==> config.mk <==
export PLATFORM = sky130hd
export DESIGN_NAME = utf8_character_segmenter_core_flat
export DESIGN_NICKNAME = d
export VERILOG_FILES = /design/src/rtl/u8seg_pkg.sv /design/src/rtl/u8seg_in_if.sv /design/src/rtl/u8seg_out_if.sv /design/src/rtl/utf8_character_segmenter_core.sv /design/src/flat_wrapper.sv
export SDC_FILE = /design/constraint.sdc
export NUM_CORES = 1
export LEC_CHECK = 0
export ABC_CLOCK_PERIOD_IN_PS = 2790
export BUFFER_PORTS_ARGS = -buffer_cell sky130_fd_sc_hd__buf_2
export CAP_MARGIN = 20
export CORE_ASPECT_RATIO = 0.7
export CORE_MARGIN = 2
export CORE_UTILIZATION = 25
export CTS_BUF_LIST = sky130_fd_sc_hd__clkbuf_4 sky130_fd_sc_hd__clkbuf_8
export DETAILED_ROUTE_END_ITERATION = 6
export PLACE_DENSITY = 0.54
export REMOVE_ABC_BUFFERS = 1
export SYNTH_ARGS = -nofsm -noshare
export SYNTH_HDL_FRONTEND = slang
export SYNTH_SLANG_ARGS = --single-unit
export TNS_END_PERCENT = 20
==> constraint.sdc <==
create_clock -name clk_i -period 2.79 [get_ports clk_i]
set_clock_uncertainty 0.05 [all_clocks]
set_input_delay 0.558 -clock clk_i [delete_from_list [all_inputs] [get_ports clk_i]]
set_output_delay 0.558 -clock clk_i [all_outputs]
set_load 0.005 [all_outputs]
==> src/rtl/u8seg_pkg.sv <==
package u8seg_pkg;

  // Payload widths of the byte and character channels.
  localparam int unsigned ByteW      = 8;
  localparam int unsigned CharBytesW = 48;
  localparam int unsigned LenW       = 3;

  typedef logic [ByteW-1:0]      byte_t;
  typedef logic [CharBytesW-1:0] char_bytes_t;
  typedef logic [LenW-1:0]       len_t;

  // Byte count since the last lead; it saturates at its all-ones value.
  localparam len_t CntSat = '1;

  // Prefix masks and patterns that classify a byte.
  localparam byte_t MaskTop   = 8'h80;
  localparam byte_t MaskCont  = 8'hC0;
  localparam byte_t PatCont   = 8'h80;
  localparam byte_t MaskLead2 = 8'hE0;
  localparam byte_t PatLead2  = 8'hC0;
  localparam byte_t MaskLead3 = 8'hF0;
  localparam byte_t PatLead3  = 8'hE0;
  localparam byte_t MaskLead4 = 8'hF8;
  localparam byte_t PatLead4  = 8'hF0;
  localparam byte_t MaskLead5 = 8'hFC;
  localparam byte_t PatLead5  = 8'hF8;
  localparam byte_t MaskLead6 = 8'hFE;
  localparam byte_t PatLead6  = 8'hFC;

  // Character length announced by a lead byte; zero for 0xFE and 0xFF.
  function automatic len_t lead_length(byte_t b);
    len_t len;
    len = '0;
    if ((b & MaskLead2) == PatLead2) begin
      len = 3'd2;
    end else if ((b & MaskLead3) == PatLead3) begin
      len = 3'd3;
    end else if ((b & MaskLead4) == PatLead4) begin
      len = 3'd4;
    end else if ((b & MaskLead5) == PatLead5) begin
      len = 3'd5;
    end else if ((b & MaskLead6) == PatLead6) begin
      len = 3'd6;
    end
    return len;
  endfunction

endpackage

==> src/rtl/u8seg_in_if.sv <==
interface u8seg_in_if;
  import u8seg_pkg::*;

  logic  valid;
  logic  ready;
  byte_t data_byte;
  logic  string_start;

  modport source (output valid, output data_byte, output string_start, input ready);
  modport sink (input valid, input data_byte, input string_start, output ready);

endinterface

==> src/rtl/u8seg_out_if.sv <==
interface u8seg_out_if;
  import u8seg_pkg::*;

  logic        valid;
  logic        ready;
  char_bytes_t char_bytes;
  len_t        char_len;

  modport source (output valid, output char_bytes, output char_len, input ready);
  modport sink (input valid, input char_bytes, input char_len, output ready);

endinterface

==> src/rtl/utf8_character_segmenter_core.sv <==
// A character beat is registered and presented in the cycle after the byte beat that completes it.
// Throughput: one byte per cycle; the single output register stalls the input only
// while a finished character waits and the sink holds ready low.
// Reset (rst_ni low, asynchronous): parse state clears to no pending character,
// and the output register is emptied.
module utf8_character_segmenter_core #(
  parameter int unsigned MaxSeqBytes = 6
) (
  input  logic        clk_i,
  input  logic        rst_ni,
  u8seg_in_if.sink    byte_i,
  u8seg_out_if.source char_o
);
  import u8seg_pkg::*;

  localparam int unsigned PartW  = MaxSeqBytes * ByteW;
  localparam len_t        MaxLen = LenW'(MaxSeqBytes);

  // Parse state.
  len_t             exp_len_q, exp_len_d;
  len_t             cnt_q, cnt_d;
  logic [PartW-1:0] part_q, part_d;

  // Output register.
  logic        out_valid_q, out_valid_d;
  char_bytes_t out_bytes_q, out_bytes_d;
  len_t        out_len_q, out_len_d;

  // Result of the current byte.
  logic        res_valid;
  char_bytes_t res_bytes;
  len_t        res_len;

  // State seen by this byte after an optional string restart.
  len_t             base_exp;
  len_t             base_cnt;
  logic [PartW-1:0] base_part;
  len_t             cnt_next;
  len_t             lead_len;
  byte_t            b;
  logic             in_acc;

  assign b      = byte_i.data_byte;
  assign in_acc = byte_i.valid && byte_i.ready;

  // Take a new byte unless a finished character is stuck in the output register.
  assign byte_i.ready = !out_valid_q || char_o.ready;

  // Classify the byte and work out the next parse state and any result.
  always_comb begin
    base_exp  = byte_i.string_start ? '0 : exp_len_q;
    base_cnt  = byte_i.string_start ? '0 : cnt_q;
    base_part = byte_i.string_start ? '0 : part_q;
    cnt_next  = (base_cnt == CntSat) ? CntSat : base_cnt + 3'd1;
    lead_len  = lead_length(b);

    exp_len_d = base_exp;
    cnt_d     = base_cnt;
    part_d    = base_part;
    res_valid = 1'b0;
    res_bytes = '0;
    res_len   = '0;

    if ((b & MaskTop) == '0) begin
      // ASCII: emit at once and drop any pending group.
      exp_len_d = '0;
      cnt_d     = 3'd1;
      part_d    = PartW'(b);
      res_valid = 1'b1;
      res_bytes = CharBytesW'(b);
      res_len   = 3'd1;
    end else if ((b & MaskCont) == PatCont) begin
      // Continuation: store it in its lane and complete the group on the last byte.
      cnt_d = cnt_next;
      for (int unsigned i = 0; i < MaxSeqBytes; i++) begin
        if (cnt_next == LenW'(i + 1)) begin
          part_d[i*ByteW +: ByteW] = base_part[i*ByteW +: ByteW] | b;
        end
      end
      if (base_exp != '0 && cnt_next == base_exp) begin
        res_valid = 1'b1;
        res_bytes = CharBytesW'(part_d);
        res_len   = cnt_next;
        exp_len_d = '0;
      end
    end else begin
      // Lead: restart the group; an unusable lead keeps the old length.
      if (lead_len != '0 && lead_len <= MaxLen) begin
        exp_len_d = lead_len;
      end
      cnt_d  = 3'd1;
      part_d = PartW'(b);
    end
  end

  // Output register: load on an accepted byte, empty when the sink takes the beat.
  always_comb begin
    out_valid_d = out_valid_q;
    out_bytes_d = out_bytes_q;
    out_len_d   = out_len_q;
    if (in_acc) begin
      out_valid_d = res_valid;
      out_bytes_d = res_bytes;
      out_len_d   = res_len;
    end else if (char_o.ready) begin
      out_valid_d = 1'b0;
    end
  end

  // Control and parse state registers.
  always_ff @(posedge clk_i or negedge rst_ni) begin
    if (!rst_ni) begin
      exp_len_q   <= '0;
      cnt_q       <= '0;
      part_q      <= '0;
      out_valid_q <= 1'b0;
    end else begin
      out_valid_q <= out_valid_d;
      if (in_acc) begin
        exp_len_q <= exp_len_d;
        cnt_q     <= cnt_d;
        part_q    <= part_d;
      end
    end
  end

  // Payload register of the output beat.
  always_ff @(posedge clk_i) begin
    out_bytes_q <= out_bytes_d;
    out_len_q   <= out_len_d;
  end

  assign char_o.valid      = out_valid_q;
  assign char_o.char_bytes = out_bytes_q;
  assign char_o.char_len   = out_len_q;

`ifndef SYNTHESIS
  // A delivered character always has a legal length.
  assert property (@(posedge clk_i) disable iff (!rst_ni)
    out_valid_q |-> (out_len_q >= 3'd1 && out_len_q <= MaxLen))
    else $error("character length out of range");

  // An accepted ASCII byte shows up as a one-byte character on the next cycle.
  assert property (@(posedge clk_i) disable iff (!rst_ni)
    (in_acc && (b & MaskTop) == '0) |=>
      (out_valid_q && out_len_q == 3'd1 && out_bytes_q == CharBytesW'($past(b))))
    else $error("ASCII byte not emitted");

  // A pending length is never one and never beyond the longest character.
  assert property (@(posedge clk_i) disable iff (!rst_ni)
    exp_len_q != 3'd1 && exp_len_q <= MaxLen)
    else $error("expected length out of range");

  // A single-byte character carries zeros in its unused upper bytes.
  assert property (@(posedge clk_i) disable iff (!rst_ni)
    (out_valid_q && out_len_q == 3'd1) |-> (out_bytes_q[CharBytesW-1:ByteW] == '0))
    else $error("single-byte character has upper bytes set");
`endif

endmodule

==> src/flat_wrapper.sv <==
// flat-port wrapper written by rule: the top's interface ports become plain ports
module utf8_character_segmenter_core_flat import u8seg_pkg::*;
#(
  parameter int unsigned MaxSeqBytes = 6
)
  (clk_i, rst_ni, byte_i_valid, byte_i_data_byte, byte_i_string_start, byte_i_ready, char_o_valid, char_o_char_bytes, char_o_char_len, char_o_ready);
  u8seg_in_if byte_i_i ();
  u8seg_out_if char_o_i ();
  input  logic clk_i;
  input  logic rst_ni;
  input wire logic [$bits(byte_i_i.valid)-1:0] byte_i_valid;
  input wire logic [$bits(byte_i_i.data_byte)-1:0] byte_i_data_byte;
  input wire logic [$bits(byte_i_i.string_start)-1:0] byte_i_string_start;
  output wire logic [$bits(byte_i_i.ready)-1:0] byte_i_ready;
  output wire logic [$bits(char_o_i.valid)-1:0] char_o_valid;
  output wire logic [$bits(char_o_i.char_bytes)-1:0] char_o_char_bytes;
  output wire logic [$bits(char_o_i.char_len)-1:0] char_o_char_len;
  input wire logic [$bits(char_o_i.ready)-1:0] char_o_ready;
  assign byte_i_i.valid = byte_i_valid;
  assign byte_i_i.data_byte = byte_i_data_byte;
  assign byte_i_i.string_start = byte_i_string_start;
  assign byte_i_ready = byte_i_i.ready;
  assign char_o_valid = char_o_i.valid;
  assign char_o_char_bytes = char_o_i.char_bytes;
  assign char_o_char_len = char_o_i.char_len;
  assign char_o_i.ready = char_o_ready;
  utf8_character_segmenter_core #(.MaxSeqBytes(MaxSeqBytes)) u_core (.clk_i(clk_i), .rst_ni(rst_ni), .byte_i(byte_i_i), .char_o(char_o_i));
endmodule
[After elaboration in Yosys (flattened, before gate mapping)]
Index checks and enable logic that the tools add are counted.
Word-level totals
  flip-flop bits (word level): 106
  input bits: 13
  output and inout bits: 53
Operators by class
  bitwise operators: 8
  reductions and logical operators: 10
  eq/ne operators: 14
  order comparisons: 1
  add/sub/neg operators: 1
  multiplexer cells: 33
Operators by type and width (number)
  $mux W48: 3
  $mux W8: 9
  $or A8 B8 Y8: 6
  $mux W3: 14
  $eq A3 B3 Y1 const B: 5
  $logic_not A8 Y1: 1
  $eq A7 B7 Y1 const B: 1
  $mux W1: 7
  $eq A3 B2 Y1 const B: 2
  $eq A6 B6 Y1 const B: 1
  $reduce_bool A3 Y1: 2
  $eq A5 B5 Y1 const B: 1
  $eq A4 B4 Y1 const B: 1
  $add A3 B1 Y3 const B: 1
  $eq A3 B1 Y1 const B: 1
  $eq A3 B3 Y1: 1
  $le A3 B3 Y1 const B: 1
  $logic_and A1 B1 Y1: 3
  $reduce_or A3 Y1: 1
  $eq A2 B2 Y1 const B: 1
  $not A1 Y1: 2
  $reduce_bool A2 Y1: 1
  $logic_not A1 Y1: 1
  $logic_or A1 B1 Y1: 1

[Depth between registers and ports, before layout]
Gate-level depths: netlist of run 1.
  depth after elaboration: 11
  depth in mapped cells: 11

[Worst setup path before layout of run 1]
Ideal clock, no wire load.
  path kind: input port to flip-flop
  start point: in byte_i_string_start
  end point: reg u_core.out_bytes_q[1] (netlist: u_core.char_o.char_bytes[1]), data pin
  buffers on the path: 4
  arrival: 2.843 ns
  data required time: 2.577 ns
  stages: 10
  path slack: -0.266 ns
  cells stage by stage: clkbuf_1 clkbuf_1 nor2b_1 ha_1 clkbuf_1 or4b_1 a21oi_4 o21ai_2 buf_6 o221ai_1
Between the ends
  word-level cells in the longest chain between the ends: 8
  elaborated cells between the ends (all ways): 15
RTL lines
  start: declaration: RTL line flat_wrapper.sv:13  | input wire logic [$bits(byte_i_i.string_start)-1:0] byte_i_string_start;
  $mux W3: RTL line utf8_character_segmenter_core.sv:52  | base_cnt = byte_i.string_start ? '0 : cnt_q;
  $add A3 B1 Y3 / $eq A3 B3 Y1 (equally long branches): RTL line utf8_character_segmenter_core.sv:54  | cnt_next = (base_cnt == CntSat) ? CntSat : base_cnt + 3'd1;
  $mux W3: RTL line utf8_character_segmenter_core.sv:54
  $eq A3 B1 Y1 / $eq A3 B3 Y1 (equally long branches): RTL line utf8_character_segmenter_core.sv:76, utf8_character_segmenter_core.sv:80
  $mux W8 / $logic_and A1 B1 Y1 (equally long branches): RTL line utf8_character_segmenter_core.sv:76, utf8_character_segmenter_core.sv:80
  $mux W8 *: RTL line utf8_character_segmenter_core.sv:80  | if (base_exp != '0 && cnt_next == base_exp) begin
  $mux W8 *: RTL line utf8_character_segmenter_core.sv:72  | end else if ((b & MaskCont) == PatCont) begin
  $mux W8 *: RTL line utf8_character_segmenter_core.sv:64  | if ((b & MaskTop) == '0) begin
  named net u_core.res_bytes[1]: RTL line utf8_character_segmenter_core.sv:31  | char_bytes_t res_bytes;
  end signal: assignment: RTL line utf8_character_segmenter_core.sv:129  | out_bytes_q <= out_bytes_d;
  end: declaration: RTL line utf8_character_segmenter_core.sv:26  | char_bytes_t out_bytes_q, out_bytes_d;
Mark *: on every way through the listed nets, which the timed path passes. The rest lies on a longest branch.
A chain may end at the register's enable or synchronous reset.

[Final worst setup path of run 1]
  start point: reg u_core.cnt_q[0]
  end point: reg u_core.out_bytes_q[4] (netlist: u_core.char_o.char_bytes[4]), data pin
Between the ends
  word-level cells in the longest chain between the ends: 8
  elaborated cells between the ends (all ways): 11
RTL lines
  start: declaration: RTL line utf8_character_segmenter_core.sv:21  | len_t cnt_q, cnt_d;
  start signal: assignment: RTL line utf8_character_segmenter_core.sv:121  | cnt_q <= cnt_d;
  $mux W3 *: RTL line utf8_character_segmenter_core.sv:52
  $add A3 B1 Y3 / $eq A3 B3 Y1 (equally long branches): RTL line utf8_character_segmenter_core.sv:54
  $mux W3 *: RTL line utf8_character_segmenter_core.sv:54
  $eq A3 B1 Y1 / $eq A3 B3 Y1 (equally long branches): RTL line utf8_character_segmenter_core.sv:76, utf8_character_segmenter_core.sv:80
  $mux W8 / $logic_and A1 B1 Y1 (equally long branches): RTL line utf8_character_segmenter_core.sv:76, utf8_character_segmenter_core.sv:80
  $mux W8 *: RTL line utf8_character_segmenter_core.sv:80
  $mux W8 *: RTL line utf8_character_segmenter_core.sv:72
  $mux W8 *: RTL line utf8_character_segmenter_core.sv:64
  named net u_core.res_bytes[4]: RTL line utf8_character_segmenter_core.sv:31
Marks and branches as above.

==> results of run 1 <==
worst register-to-register path, stage by stage (launching register included):
cell and delay, ns:
dfrtp_1 0.45, nand2b_1 0.12, inv_1 0.05, ha_1 0.33, or3b_1 0.39, a211o_1 0.34
a21oi_4 0.20, o21ai_4 0.11, buf_12 0.19, o221ai_1 0.20
cells in the mapped netlist, drive strengths merged (3+ instances only):
cell and n:
o21ai 12, o221ai 6, nand2b 3, a31oi 4, o211ai 7, a21oi 48
nor4 3, a22o 38, clkbuf 27, inv 22, a21o 5, and2 5
nand2 14, nor2b 40, nor2 49, buf 9, edfxtp 51, dfrtp 55
flip-flops by register name, summed over array words and instances (netlist names):
| name | count |
|---|---|
| u_core.char_o.char_bytes | 48 |
| u_core.part_q | 48 |
| u_core.char_o.char_len | 3 |
| u_core.cnt_q | 3 |
| u_core.exp_len_q | 3 |
| u_core.char_o.valid | 1 |
metal layers:
metal	GRT usage	up-vias	routed length, um
li1	-	1624	-
met1	0.179	1685	6000
met2	0.193	101	5300
met3	0.0309	11	708
met4	0.0366	0	162
met5	0	-	0
power by group through the flow:
stage | logic, mW | registers [mW] | clock network, mW
after floorplan | 0.147 | 1.78 | 0
after global placement | 0.340 | 1.78 | 0
after detailed placement | 0.348 | 1.78 | 0
after CTS | 0.352 | 1.75 | 1.04
after global routing | 0.384 | 1.76 | 1.09
final | 0.345 | 1.75 | 1.00
logic make-up after synthesis:
group                      after synthesis  synth area share
and+or+nand+nor                        127             0.139
xor gates and xnor gates                 2           0.00371
adders and majority gates                1           0.00265
AOI/OAI and AO/OA                      129             0.190
buffers and inverters                   58            0.0497
DFF                                    106             0.615
final cells by class:
type	instances	area share
sequential	106	0.516
multi-input combinational	259	0.284
timing repair buffer	87	0.0959
tap	242	0.0537
clock buffer	9	0.0220
clock inverter	7	0.0146
inverter	22	0.0146
worst min path at each step:
stage                           start             endpoint  slack (ns)  cells after the start
global placement    u_core.part_q[23]    u_core.part_q[23]        0.40                      1
floorplan                      rst_ni  u_core.char_o.valid        0.21                      0
finish                         rst_ni      u_core.cnt_q[0]        0.09                      1
CTS                            rst_ni  u_core.char_o.valid        0.09                      1
global route                   rst_ni    u_core.part_q[31]        0.10                      1
detailed placement  u_core.part_q[39]    u_core.part_q[39]        0.41                      1
cells in the final DEF, fill, tap and decap left out, types with 9 or more instances in the layout:
cell type / count
buf_2: 65
dfrtp_1: 55
edfxtp_1: 51
nor2_1: 49
a21oi_1: 47
nor2b_1: 40
a22o_1: 38
inv_1: 21
buf_4: 18
nand2_1: 14
o21ai_0: 11
clkbuf_8: 9
through the flow:
stage	hold slack (ns)	setup WS [ns]	TNS [ns]
2_1_floorplan	0.212	-0.954	-62.30
4_1_cts	0.0870	0.203	0
6_report	0.0871	0.195	0
3_5_place_dp	0.408	-0.276	-1.66
3_3_place_gp	0.402	-0.0748	-0.410
5_1_grt	0.102	0.0469	0
==> impl_metrics.py, run 1 <==
metrics = {
    "synthesis": {
        "ys_types": 43,
        "ys_warn_count": 0,
        "synth_ff_type": "dfrtp_1",
        "ys_seq_elements": 106,
        "synthTopCellsByArea": "edfxtp_1 (32%), dfrtp_1 (29%), a22o_1 (7.0%)",
        "syn_inst": 423,
        "synth.largest_area_cell": "edfxtp_1",
        "synth_edf_count": 51,
        "async_flop_share": 0.519,
        "yosysSeqAreaShare": 0.615,
        "synth_top_area_share": 0.324,
        "synth_area_mm2": 0.00473,
        "syn_avg_cell_area_um2": 11.2,
    },
    "cts": {
        "htree_levels": 3,
        "clk_latency_ns": 0.38,
        "clkSinkCount": 106,
        "cts_max_path_buffers": 2,
        "cts_tree": "done",
        "post_cts_resized": 1,
        "numCtsBuffers": 9,
        "cts_setup_buffers": 0,
        "root_buffer": "clkbuf_8",
        "cts_hold_buf": 0,
        "clk_pin_slew_worst_paths_ns": 0.11,
    },
    "floorplanning": {
        "io_pins": 66,
        "die_y_um": 119,
        "die_x_um": 168,
        "dieArea_mm2": 0.0200,
        "std_cell_rows": 42,
        "start_util": 0.253,
        "core_area_mm2": 0.0187,
    },
    "power_and_ir_drop": {
        "leakage_nw": 2.34,
        "combPwrFrac": 0.112,
        "switching_share": 0.266,
        "power.total_mw": 3.09,
        "powerDensity_mw_per_mm2": 549,
        "intPower_mw": 2.27,
        "p_sw_mw": 0.824,
        "p_clk_frac": 0.324,
        "peakVddDrop_uv": 278,
        "p_seq_frac": 0.564,
    },
    "worst_setup_path": {
        "cpMaxStageDelayCell": "dfrtp_1",
        "crit_family": "compound AO/OA/AOI/OAI gates",
        "worstPathCellList": "nand2b_1 -> inv_1 -> ha_1 -> or3b_1 -> a211o_1 -> a21oi_4 -> o21ai_4 -> buf_12 -> o221ai_1",
        "endpoint_kind": "register",
        "r2r-end": "u_core.char_o.char_bytes[4]",
        "worst-path-max-fanout": 34,
        "r2r_setup_slack_ns": 0.19,
        "path_buf_inv": 2,
        "start_kind": "register",
        "critPathArrivalTime_ns": 2.76,
        "crit_start": "u_core.cnt_q[0]",
        "endpoint": "u_core.char_o.char_bytes[4]",
        "path_depth": 9,
        "crit_type": "reg -> reg",
        "r2r-start": "u_core.cnt_q[0]",
        "worstPathRequired_ns": 2.96,
        "ff2ff_path_depth": 9,
        "cpPeakStageDelay_ns": 0.45,
    },
    "sta": {
        "finalHoldViolations": 0,
        "timing.slew.headroom": 0.495,
        "layout_min_cycle_time_ns": 2.60,
        "fmax_ghz": 0.385,
        "worstMarginPinSlew_ns": 0.757,
        "setup_viol": 0,
        "period_share": 0.930,
        "slew_violations": 0,
        "rsz0062_at_grt": "no",
    },
    "route": {
        "drt_pass1_iterations": 4,
        "post_drt_via_cell_ratio": 4.67,
        "vias": 3421,
        "ant_nets": 0,
        "drt_iter0_drc": 230,
        "routedWlPerCell_um": 16.6,
        "route.detailed.drc": 0,
        "drt_wl_total_um": 12200,
    },
    "job": {
        "maxCapViolations": 0,
    },
    "run_status": {
        "outcome": "finished, final reports clean",
    },
    "cells_and_area": {
        "drive_above_1_share": 0.229,
        "syn_to_final_growth_pct": 19.3,
        "nets": 499,
        "num-fill-cells": 1943,
        "fin_cells": 732,
        "final_area_mm2": 0.00564,
        "diodes": 0,
        "fin_util": 0.301,
        "regArea_mm2": 0.00291,
        "multi_input_area_mm2": 0.00160,
    },
    "global_route": {
        "grt_overflow": 0,
        "grt_pass1_vias": 3571,
        "grt_max_degree": 61,
        "grt_antenna_before_repair": 0,
        "track_usage": 0.127,
        "grt_pass1_wl_um": 19600,
    },
    "place": {
        "dp_cells": 716,
        "dpl_cell_area_mm2": 0.00543,
        "dp_hpwl_um": 8010,
        "port_buffers": 65,
        "gp_congestion": 0.839,
    },
    "hold_path": {
        "hold_class": "in -> async",
    },
}
Power figures use the tool's default switching activity.
==> run 2: changes to the inputs <==
--- a/config.mk
+++ b/config.mk
@@ -15,6 +15,7 @@
 export DETAILED_ROUTE_END_ITERATION = 6
 export PLACE_DENSITY = 0.54
 export REMOVE_ABC_BUFFERS = 1
+export SETUP_SLACK_MARGIN = 0.4
 export SYNTH_ARGS = -nofsm -noshare
 export SYNTH_HDL_FRONTEND = slang
 export SYNTH_SLANG_ARGS = --single-unit
==> impl_metrics.py, run 2 (synthesized netlist as in run 1, its figures left out) <==
metrics = {
    "global_route": {
        "grt_overflow": 0,
        "grt_max_degree": 61,
        "grt_pass1_wl_um": 20000,
        "grt_antenna_before_repair": 0,
        "grt_pass1_vias": 3614,
        "track_usage": 0.130,
    },
    "floorplanning": {
        "std_cell_rows": 42,
        "io_pins": 66,
        "start_util": 0.253,
        "die_y_um": 119,
        "dieArea_mm2": 0.0200,
        "core_area_mm2": 0.0187,
        "die_x_um": 168,
    },
    "power_and_ir_drop": {
        "powerDensity_mw_per_mm2": 540,
        "leakage_nw": 2.39,
        "peakVddDrop_uv": 265,
    },
    "cts": {
        "cts_tree": "done",
        "clkSinkCount": 106,
        "htree_levels": 3,
        "root_buffer": "clkbuf_8",
        "numCtsBuffers": 9,
        "clk_latency_ns": 0.38,
        "cts_max_path_buffers": 2,
        "clk_pin_slew_worst_paths_ns": 0.11,
    },
    "sta": {
        "timing.slew.headroom": 0.492,
        "fmax_ghz": 0.407,
        "rsz0062_at_grt": "yes",
        "period_share": 0.881,
        "final.setup.tns_ns": 0,
        "setup_viol": 0,
        "hold_slack_ns": 0.0914,
        "finalHoldViolations": 0,
        "layout_min_cycle_time_ns": 2.46,
        "slew_violations": 0,
        "worstMarginPinSlew_ns": 0.762,
    },
    "worst_setup_path": {
        "endpoint_kind": "register",
        "critPathArrivalTime_ns": 2.62,
        "r2r_setup_slack_ns": 0.33,
        "worstPathRequired_ns": 2.95,
        "start_kind": "register",
        "crit_type": "reg -> reg",
        "worst-path-max-fanout": 5,
    },
    "route": {
        "route.detailed.drc": 0,
        "drt_pass1_iterations": 4,
        "post_drt_via_cell_ratio": 4.74,
        "vias": 3497,
        "drt_wl_total_um": 12700,
        "routedWlPerCell_um": 17.2,
        "drt_iter0_drc": 230,
        "ant_nets": 0,
    },
    "cells_and_area": {
        "num-fill-cells": 1932,
        "fin_cells": 738,
        "drive_above_1_share": 0.254,
        "nets": 505,
        "fin_util": 0.309,
        "diodes": 0,
        "layout_common_cells": "buf_2 (65), dfrtp_1 (55), edfxtp_1 (51)",
        "layout_commonest_cell": "buf_2",
        "syn_to_final_growth_pct": 22.4,
        "regArea_mm2": 0.00291,
        "multi_input_area_mm2": 0.00164,
    },
    "job": {
        "maxCapViolations": 0,
    },
    "place": {
        "port_buffers": 65,
        "dp_hpwl_um": 8010,
        "gp_congestion": 0.839,
        "dp_cells": 716,
    },
    "run_status": {
        "outcome": "finished, final reports clean",
    },
    "hold_path": {
        "hold_class": "in -> async",
    },
}
## run 2: layout make-up
cell class	instances	area share
Tap cell	242	0.0523
Sequential cell	106	0.503
Clock inverter	7	0.0143
Clock buffer	9	0.0214
Inverter	22	0.0143
Multi-Input combinational cell	259	0.284
Timing Repair Buffer	93	0.111
## run 2: critical path: stages, from the launching register on
cell and delay, ns:
dfrtp_1 0.43, nand2b_1 0.14, inv_2 0.06, ha_4 0.25, or3b_1 0.35, a211o_1 0.31, a21oi_4 0.19, o21ai_4 0.16
buf_12 0.18, o221ai_1 0.17
## run 2: worst paths after layout
check                                        from                          end  cells past startpoint
worst min register to register  u_core.part_q[39]            u_core.part_q[39]                      1
worst max-delay path              u_core.cnt_q[0]  u_core.char_o.char_bytes[4]                      9
worst min-delay path                       rst_ni              u_core.cnt_q[0]                      1
max in group asynchronous                  rst_ni             u_core.part_q[0]                      2
worst max register to register    u_core.cnt_q[0]  u_core.char_o.char_bytes[4]                      9
min in group clk_i              u_core.part_q[39]            u_core.part_q[39]                      1
## run 2: through the flow
stage	power, mW	area [um^2]	setup slack (ns)
5_1_grt	3.26	5790	0.240
3_5_place_dp	2.13	5430	-0.276
6_report	3.12	5790	0.333
4_1_cts	3.15	5690	0.389
2_1_floorplan	1.93	4580	-0.954
3_3_place_gp	2.12	5430	-0.0748
## run 2: timing repair
item,CTS,global route
hold buffers,0,0
endpoints found under the setup margin,55,55
setup buffers,1,2
pin swaps,3,1
resized for setup,5,6
gates cloned,1,2
## run 2: layer usage
layer	track usage	share of wire	vias to the layer above
li1	-	-	1640
met1	0.187	0.50	1736
met2	0.196	0.43	110
met3	0.0302	0.057	11
met4	0.0377	0.012	0
met5	0	0	-
## run 2: where the power goes
part	leakage [nW]	total, mW	internal, mW	switching [mW]
logic	1.03	0.371	0.139	0.232
registers	1.26	1.75	1.71	0.0340
clock network	0.104	1.00	0.433	0.572
==> run 3: changes to the inputs <==
--- a/config.mk
+++ b/config.mk
@@ -8,12 +8,12 @@
 export ABC_CLOCK_PERIOD_IN_PS = 2790
 export BUFFER_PORTS_ARGS = -buffer_cell sky130_fd_sc_hd__buf_2
 export CAP_MARGIN = 20
-export CORE_ASPECT_RATIO = 0.7
+export CORE_ASPECT_RATIO = 1.25
 export CORE_MARGIN = 2
-export CORE_UTILIZATION = 25
+export CORE_UTILIZATION = 45
 export CTS_BUF_LIST = sky130_fd_sc_hd__clkbuf_4 sky130_fd_sc_hd__clkbuf_8
 export DETAILED_ROUTE_END_ITERATION = 6
-export PLACE_DENSITY = 0.54
+export PLACE_DENSITY = 0.79
 export REMOVE_ABC_BUFFERS = 1
 export SETUP_SLACK_MARGIN = 0.4
 export SYNTH_ARGS = -nofsm -noshare
==> impl_metrics.py, run 3 (synthesized netlist as in run 1, its figures left out) <==
metrics = {
    "worst_setup_path": {
        "start_kind": "register",
        "crit_type": "reg -> reg",
        "critPathArrivalTime_ns": 2.73,
        "worst-path-max-fanout": 6,
        "worstPathRequired_ns": 2.99,
        "endpoint_kind": "register",
    },
    "route": {
        "ant_nets": 0,
        "routedWlPerCell_um": 17.6,
        "post_drt_via_cell_ratio": 5.75,
        "drt_iter0_drc": 367,
        "drt_pass1_iterations": 5,
        "drt_wl_total_um": 11100,
        "vias": 3631,
        "route.detailed.drc": 0,
    },
    "sta": {
        "rsz0062_at_grt": "yes",
        "setup_viol": 0,
        "layout_min_cycle_time_ns": 2.52,
        "timing.slew.headroom": 0.520,
        "period_share": 0.904,
        "hold_slack_ns": 0.0559,
        "slew_violations": 0,
        "finalHoldViolations": 0,
        "worstMarginPinSlew_ns": 0.721,
        "fmax_ghz": 0.397,
        "final.setup.tns_ns": 0,
        "layout_setup_ws_ns": 0.268,
    },
    "place": {
        "dp_hpwl_um": 6730,
        "pre_cts_slack_ns": -0.242,
        "port_buffers": 65,
        "dpl_cell_area_mm2": 0.00527,
        "gp_congestion": 0.881,
    },
    "cts": {
        "htree_levels": 3,
        "root_buffer": "clkbuf_8",
        "cts_tree": "done",
        "clk_latency_ns": 0.38,
        "clk_pin_slew_worst_paths_ns": 0.10,
        "cts_max_path_buffers": 2,
        "clkSinkCount": 106,
        "numCtsBuffers": 9,
        "cts_hold_buf": 0,
    },
    "cells_and_area": {
        "nets": 512,
        "regArea_mm2": 0.00291,
        "syn_to_final_growth_pct": 21.2,
        "num-fill-cells": 832,
        "diodes": 0,
        "final_area_mm2": 0.00573,
        "drive_above_1_share": 0.282,
        "multi_input_area_mm2": 0.00172,
        "layout_common_cells": "buf_2 (65), dfrtp_1 (55), edfxtp_1 (51)",
        "layout_commonest_cell": "buf_2",
    },
    "power_and_ir_drop": {
        "p_sw_mw": 0.791,
        "combPwrFrac": 0.123,
        "p_clk_frac": 0.316,
        "powerDensity_mw_per_mm2": 542,
        "switching_share": 0.255,
        "p_seq_frac": 0.562,
        "intPower_mw": 2.32,
        "power.total_mw": 3.11,
        "peakVddDrop_uv": 221,
        "leakage_nw": 2.42,
    },
    "global_route": {
        "grt_max_degree": 61,
        "grt_overflow": 0,
        "grt_pass1_wl_um": 17600,
        "grt_antenna_before_repair": 0,
        "track_usage": 0.203,
        "grt_pass1_vias": 3614,
    },
    "hold_path": {
        "hold_class": "in -> async",
    },
    "job": {
        "maxCapViolations": 0,
    },
    "floorplanning": {
        "start_util": 0.466,
        "std_cell_rows": 41,
        "die_x_um": 95.7,
        "io_pins": 66,
        "dieArea_mm2": 0.0113,
        "core_area_mm2": 0.0102,
        "die_y_um": 119,
    },
    "run_status": {
        "outcome": "finished, final reports clean",
    },
}
==> run 3: repair_timing <==
action,4_1_cts,5_1_grt
buffers inserted,7,3
pin swaps,3,8
endpoints found under the setup margin,54,55
resized for setup,6,24
gates cloned,2,0
==> run 3: power groups by stage <==
stage	sequential, mW	combinational, mW	clock (mW)
2_1_floorplan	1.78	0.147	0
3_3_place_gp	1.77	0.317	0
3_5_place_dp	1.78	0.328	0
4_1_cts	1.74	0.349	0.995
5_1_grt	1.75	0.415	1.06
6_report	1.75	0.381	0.981
==> run 3: worst max-delay path, stage by stage (launching register included) <==
cell and delay, ns:
dfrtp_1 0.41, nand2b_1 0.12, inv_2 0.05, ha_4 0.22, or3b_4 0.37, a211o_1 0.34
a21oi_4 0.25, o21ai_4 0.18, buf_12 0.19, buf_8 0.13, nor2_1 0.07
==> run 3: final cells by class <==
| type | count | area share |
|---|---|---|
| Sequential cell | 106 | 0.507 |
| Multi-Input combinational cell | 260 | 0.300 |
| Timing Repair Buffer | 99 | 0.115 |
| Tap cell | 129 | 0.0282 |
| Clock buffer | 11 | 0.0253 |
| Inverter | 22 | 0.0144 |
| Clock inverter | 5 | 0.0105 |
==> run 3: worst paths after layout <==
check                               startpoint                           end  slack, ns  cells after the start
max                            u_core.cnt_q[0]  u_core.char_o.char_bytes[22]       0.27                     10
min reg2reg                  u_core.part_q[31]             u_core.part_q[31]       0.43                      1
min                                     rst_ni             u_core.part_q[30]       0.06                      1
max reg2reg                    u_core.cnt_q[0]  u_core.char_o.char_bytes[22]       0.27                     10
min in group clk_i         byte_i_data_byte[7]              u_core.part_q[7]       0.42                      2
max in group asynchronous               rst_ni               u_core.cnt_q[2]       1.81                      2
==> run 3: through the flow <==
stage	cells	utilization
floorplan	387	-
global placement	604	0.519
detailed placement	604	0.519
CTS	629	0.552
global route	632	0.564
finish	632	0.564
==> run 3: per-layer routing <==
metal | vias to the layer above | GRT usage | share of wire
li1 | 1651 | - | -
met1 | 1788 | 0.254 | 0.40
met2 | 160 | 0.330 | 0.52
met3 | 32 | 0.0325 | 0.057
met4 | 0 | 0.110 | 0.029
met5 | - | 0 | 0
